File: config.mk
export PLATFORM = sky130hd
export DESIGN_NAME = msr_ctrl
export DESIGN_NICKNAME = d
export VERILOG_FILES = /design/src/motor_speed_pi_regulator_core_defines.svh /design/src/msr_pkg.sv /design/src/msr_ctrl.sv
export SDC_FILE = /design/constraint.sdc
export NUM_CORES = 1
export LEC_CHECK = 0
export ABC_AREA = 1
export BUFFER_PORTS_ARGS = -buffer_cell sky130_fd_sc_hd__buf_2
export CAP_MARGIN = 10
export CORE_MARGIN = 2
export CORE_UTILIZATION = 59
export CTS_BUF_LIST = sky130_fd_sc_hd__clkbuf_4
export DETAILED_ROUTE_END_ITERATION = 8
export HOLD_SLACK_MARGIN = 0.03
export PLACE_DENSITY = 0.87
export SLEW_MARGIN = 15
export SYNTH_ARGS = -nofsm -noshare
export SYNTH_HDL_FRONTEND = slang
export SYNTH_SLANG_ARGS = --single-unit
File: constraint.sdc
create_clock -name clock -period 2.3 [get_ports clock]
set_input_delay 0.575 -clock clock [delete_from_list [all_inputs] [get_ports clock]]
set_output_delay 0.575 -clock clock [all_outputs]
set_load 0.1 [all_outputs]
File: src/motor_speed_pi_regulator_core_defines.svh
// Assertion macros for the motor speed PI regulator core.
// Included by files that carry concurrent assertions; depends on nothing.
`ifndef MOTOR_SPEED_PI_REGULATOR_CORE_DEFINES_SVH
`define MOTOR_SPEED_PI_REGULATOR_CORE_DEFINES_SVH

`ifndef SYNTH
`define MSR_ASSERT(lbl, clk, rst, prop, msg) \
   lbl: assert property (@(posedge clk) disable iff (rst) (prop)) else $error(msg);
`define MSR_ASSERT_NEXT(lbl, clk, rst, ante, cons, msg) \
   lbl: assert property (@(posedge clk) disable iff (rst) (ante) |=> (cons)) else $error(msg);
`else
`define MSR_ASSERT(lbl, clk, rst, prop, msg)
`define MSR_ASSERT_NEXT(lbl, clk, rst, ante, cons, msg)
`endif

`endif

File: src/msr_pkg.sv
// Shared types and constants of the motor speed PI regulator core.
// Used by the controller, the datapath, the divider and the top level.
`default_nettype none

package msr_pkg;

   localparam int POS_W   = 32;
   localparam int DLT_W   = 33;
   localparam int SPD_W   = 24;
   localparam int ERR_W   = 25;
   localparam int DRV_W   = 8;
   localparam int K_W     = 16;
   localparam int T_W     = 16;
   localparam int MODE_W  = 2;
   localparam int IDX_W   = 2;
   localparam int CSR_W   = 24;
   localparam int SUM_W   = 32;
   localparam int DIV_W   = 35;
   localparam int Q_W     = 24;
   localparam int CNT_W   = 5;
   localparam int NUM_W   = 62;
   localparam int DEN_W   = 26;
   localparam int KE_W    = 42;
   localparam int KT_W    = 32;
   localparam int E10_W   = 29;
   localparam int K100_W  = 23;
   localparam int PT_W    = 24;
   localparam int B_W     = 56;
   localparam int C_W     = 34;
   localparam int NUM1_W  = 43;
   localparam int SPD_MAG_W  = 26;
   localparam int SPD_SHIFT  = 27;
   localparam int SPD_PROD_W = 51;

   localparam logic [MODE_W-1:0] MODE_STOP = 2'd0;
   localparam logic [MODE_W-1:0] MODE_P    = 2'd1;
   localparam logic [MODE_W-1:0] MODE_PI   = 2'd2;

   localparam logic [IDX_W-1:0] CSR_MODE   = 2'd0;
   localparam logic [IDX_W-1:0] CSR_GAIN   = 2'd1;
   localparam logic [IDX_W-1:0] CSR_TCONST = 2'd2;
   localparam logic [IDX_W-1:0] CSR_TARGET = 2'd3;

   localparam logic [CNT_W-1:0] DRV_STEPS = 5'd8;

   // Reciprocal of three scaled by two to the 27th, exact for magnitudes below 2**27.
   localparam logic [SPD_MAG_W-1:0] SPD_RECIP = 26'd44739243;
   localparam logic [DIV_W-1:0]     SPD_LIMIT = DIV_W'(3) << 24;

   localparam logic signed [SPD_W-1:0] SPEED_MAX = 24'sh7FFFFF;
   localparam logic signed [SPD_W-1:0] SPEED_MIN = 24'sh800000;
   localparam logic [Q_W-1:0]          SPEED_NEG_MAG = 24'h800000;

   localparam logic [DRV_W-1:0] DRIVE_MAX = 8'd255;
   localparam logic [DRV_W-1:0] DRIVE_MIN = 8'd0;

   typedef struct packed {
      logic load;
      logic mag;
      logic sdiv;
      logic speed;
      logic err;
      logic mul1;
      logic mul2;
      logic add1;
      logic add2;
      logic chk;
      logic ddiv;
      logic fin;
   } msr_cmd_type;

   typedef struct packed {
      logic div_done;
   } msr_stat_type;

endpackage

`default_nettype wire

File: src/msr_ctrl.sv
// Sequencing state machine of the regulator: handshakes and datapath commands.
// Depends on msr_pkg for the command and status structs.
`default_nettype none

module msr_ctrl
   import msr_pkg::*;
(
   input  wire logic         clock,
   input  wire logic         reset,
   input  wire logic         req_valid,
   output logic              req_ready,
   output logic              rsp_valid,
   input  wire logic         rsp_ready,
   input  wire msr_stat_type stat,
   output msr_cmd_type       cmd
);

   typedef enum logic [12:0] {
      ST_IDLE  = 13'b0000000000001,
      ST_MAG   = 13'b0000000000010,
      ST_SDIV  = 13'b0000000000100,
      ST_SPEED = 13'b0000000001000,
      ST_ERR   = 13'b0000000010000,
      ST_MUL1  = 13'b0000000100000,
      ST_MUL2  = 13'b0000001000000,
      ST_ADD1  = 13'b0000010000000,
      ST_ADD2  = 13'b0000100000000,
      ST_CHK   = 13'b0001000000000,
      ST_DDIV  = 13'b0010000000000,
      ST_DWAIT = 13'b0100000000000,
      ST_FIN   = 13'b1000000000000
   } msr_state_type;

   msr_state_type state_ff, state_in;
   logic          rsp_valid_ff, rsp_valid_in;
   logic          out_free;

   always_comb begin
      out_free     = !rsp_valid_ff || rsp_ready;
      state_in     = state_ff;
      rsp_valid_in = rsp_valid_ff && !rsp_ready;
      cmd          = '0;
      req_ready    = 1'b0;
      case (state_ff)
         ST_IDLE: begin
            req_ready = 1'b1;
            if (req_valid) begin
               cmd.load = 1'b1;
               state_in = ST_MAG;
            end
         end
         ST_MAG: begin
            cmd.mag  = 1'b1;
            state_in = ST_SDIV;
         end
         ST_SDIV: begin
            cmd.sdiv = 1'b1;
            state_in = ST_SPEED;
         end
         ST_SPEED: begin
            cmd.speed = 1'b1;
            state_in  = ST_ERR;
         end
         ST_ERR: begin
            cmd.err  = 1'b1;
            state_in = ST_MUL1;
         end
         ST_MUL1: begin
            cmd.mul1 = 1'b1;
            state_in = ST_MUL2;
         end
         ST_MUL2: begin
            cmd.mul2 = 1'b1;
            state_in = ST_ADD1;
         end
         ST_ADD1: begin
            cmd.add1 = 1'b1;
            state_in = ST_ADD2;
         end
         ST_ADD2: begin
            cmd.add2 = 1'b1;
            state_in = ST_CHK;
         end
         ST_CHK: begin
            cmd.chk  = 1'b1;
            state_in = ST_DDIV;
         end
         ST_DDIV: begin
            cmd.ddiv = 1'b1;
            state_in = ST_DWAIT;
         end
         ST_DWAIT: begin
            if (stat.div_done) begin
               state_in = ST_FIN;
            end
         end
         ST_FIN: begin
            if (out_free) begin
               cmd.fin      = 1'b1;
               rsp_valid_in = 1'b1;
               state_in     = ST_IDLE;
            end
         end
         default: begin
            state_in = ST_IDLE;
         end
      endcase
   end

   always_ff @(posedge clock) begin
      if (reset) begin
         state_ff     <= ST_IDLE;
         rsp_valid_ff <= 1'b0;
      end else begin
         state_ff     <= state_in;
         rsp_valid_ff <= rsp_valid_in;
      end
   end

   assign rsp_valid = rsp_valid_ff;

endmodule

`default_nettype wire

==> reports/qor.csv <==
metric;value;unit
layout cells sized above 1;25.8;%
Worst-path clk slew;0.09;ns
via count;880;
Critical Path Fanout Max;10;
commonest register cell after synthesis;dfxtp_1;
Die Wd;43.0;µm
Crit path required time;1.73;ns
period utilization;96.8;%
drt first pass iters;4;
Non-Filler Instances;179;
Placed Cells;175;
Detail Route met2 WL;1.06;mm
Crit Path Class;reg -> out;
largest net degree at the start of global routing;14;
max-slew violation count;0;
FF-to-FF End;state_ff[12];
synth cell count leaders;31 x inv_1, 28 x nand2_1, 25 x nor2_1;
RD Place Congestion;0.825;
Seq cells post-synth;14;
RR Startpoint;state_ff[0];
Slew @ Worst Pin;0.484;ns
Net Count, Synth;148;
R2R depth;10;
initial antenna violation count;0;
Ys Warns;0;
DR vias/cell;4.92;
setup TNS;0;ns
gr ovfl total;0;
TritonCTS buffer count;3;
max-cap viol count;0;
Layout area overhead;17.7;%
hold path depth;2;
Initial DRC Count;28;
worst vdd ir;0.829;mV
ANT nets after route;0;
R2R Setup Slk;0.74;ns
top-count cell post-synth;inv_1;
IO Pins;19;
Final Core Density;71.9;%
fmax;449;MHz
DP HPWL;1.48;mm
leakage power;0.636;nW
Post-Syn Instances;143;
DR WL met3;96;µm
Arrival @ worst endpoint;1.65;ns
TritonCTS clock tree;built;
H-tree depth;1;
Pwr Density;916;nW/µm²
Yosys top cell area share;31.2;%
Fin. Hold Viols;0;
clock latency on the worst-skew pair;0.30;ns
number of global-route vias before repair;838;
min Tclk post-route;2.23;ns
post-synthesis cell type count;20;
highest metal used;met4;
Hold Crit Start;rsp_valid;
Finish-stage setup viols;0;
Clock Sink Count;14;
Clock Skews;0.00350;ns
detailed-route wire length;2.00;mm
worst hold path class;reg -> reg;
Root Driver;clkbuf_4;
# fillers;134;
Post-CTS Setup Inserts;0;
CP endpoint kind;output port;
drt drc;0;
drt wl/cell;11.2;µm
Synth area leaders;dfxtp_1 31%, inv_1 13%, nand2_1 12%;
initial cell density of the core;61.1;%
status;finished, final reports clean;
Post-synth ARST share;0;%
DIE AREA;1850;µm²
number of flops mapped to enable cells by yosys;0;
mapped cell area;898;µm²
ant diodes;0;
Worst Hold End;rsp_valid;
RSZ-0062 raised after global routing;false;
Rows;14;
Avg Cell Area, Syn;6.28;µm²
headroom to the max-slew limit;67.9;%
Seq/Total Area, Yosys;31.2;%
Synth area leader;dfxtp_1;
IO buf count;18;
Net count, final;169;
final hold slack;0.501;ns
M1 WL;799;µm
Die Y;43.0;µm
Total GRT Usage;24.9;%
first-pass GRT wire length;3.34;mm
clk buf depth;2;
core area;1470;µm²
startpoint type of the worst setup path;flop;
==> kinds of logic after synthesis <==
group | Yosys count | share of synthesized area, %
AOI/OAI and AO/OA | 3 | 1.67
buffers and inverters | 36 | 15.9
DFF | 14 | 31.2
and+or+nand+nor | 90 | 51.3
==> worst max-delay path, cell delays in order, from the launching register on <==
cell,delay [ns]
dfxtp_1,0.34
nor2_1,0.16
inv_1,0.12
nor2_8,0.18
nand3_1,0.16
nor2_2,0.11
buf_4,0.29
==> sequential cells by signal (all words and copies together), names as in the netlist <==
name	cells
state_ff	13
rsp_valid	1
==> final cells by class <==
class | count | area [µm²] | share of cell area, %
Timing Repair Buffer | 18 | 123 | 11.6
Tap cell | 16 | 20.0 | 1.89
Clock inverter | 1 | 3.75 | 0.355
Clock buffer | 3 | 22.5 | 2.13
Multi-Input combinational cell | 93 | 480 | 45.4
Inverter | 34 | 128 | 12.1
Sequential cell | 14 | 280 | 26.5
==> where the power goes <==
group | leakage (nW) | internal, mW | total, mW | switching (mW)
clock | 0.0154 | 0.0633 | 0.155 | 0.0914
combinational | 0.507 | 0.124 | 0.530 | 0.406
sequential | 0.113 | 0.265 | 0.284 | 0.0191
==> placed cells by master, fill, tap and decap left out, drive strengths merged <==
| master | instances |
|---|---|
| o21ai | 2 |
| nor3 | 10 |
| clkbuf | 12 |
| inv | 34 |
| nor2 | 34 |
| clkinv | 1 |
| or2 | 1 |
| nand2 | 33 |
| nand4 | 1 |
| nand3 | 10 |
| nand3b | 1 |
| buf | 9 |
| dfxtp | 14 |
| a21oi | 1 |
==> metal layers <==
metal  up-vias  global-route usage [%]
met4         0                    14.5
met2        28                    43.9
li1        464                       -
met3         5                    4.68
met1       383                    27.4
met5         -                       0
==> worst max path at each step <==
stage | depth (start not counted) | end | startpoint
after floorplan | 3 | cmd[0] | rsp_valid
after global placement | 6 | cmd[11] | state_ff[8]
after detailed placement | 6 | cmd[11] | state_ff[8]
after CTS | 6 | cmd[1] | state_ff[0]
after global routing | 6 | req_ready | state_ff[10]
final | 6 | cmd[11] | state_ff[8]
==> per-stage QoR <==
stage | instance area [µm²] | setup WS [ns] | power [mW]
floorplan | 903 | 0.00745 | 0.738
global placement | 998 | 0.351 | 0.786
detailed placement | 998 | 0.274 | 0.799
CTS | 1030 | 0.0237 | 0.965
global route | 1060 | 0.00420 | 1.02
finish | 1060 | 0.0725 | 0.969
==> what timing repair did <==
item                       4_1_cts  5_1_grt
gates resized for setup          4        9
setup endpoints to repair        4        9
cloned                           0        0
hold buffers                     0        0
Note: power is estimated with default switching activity, not from simulation.
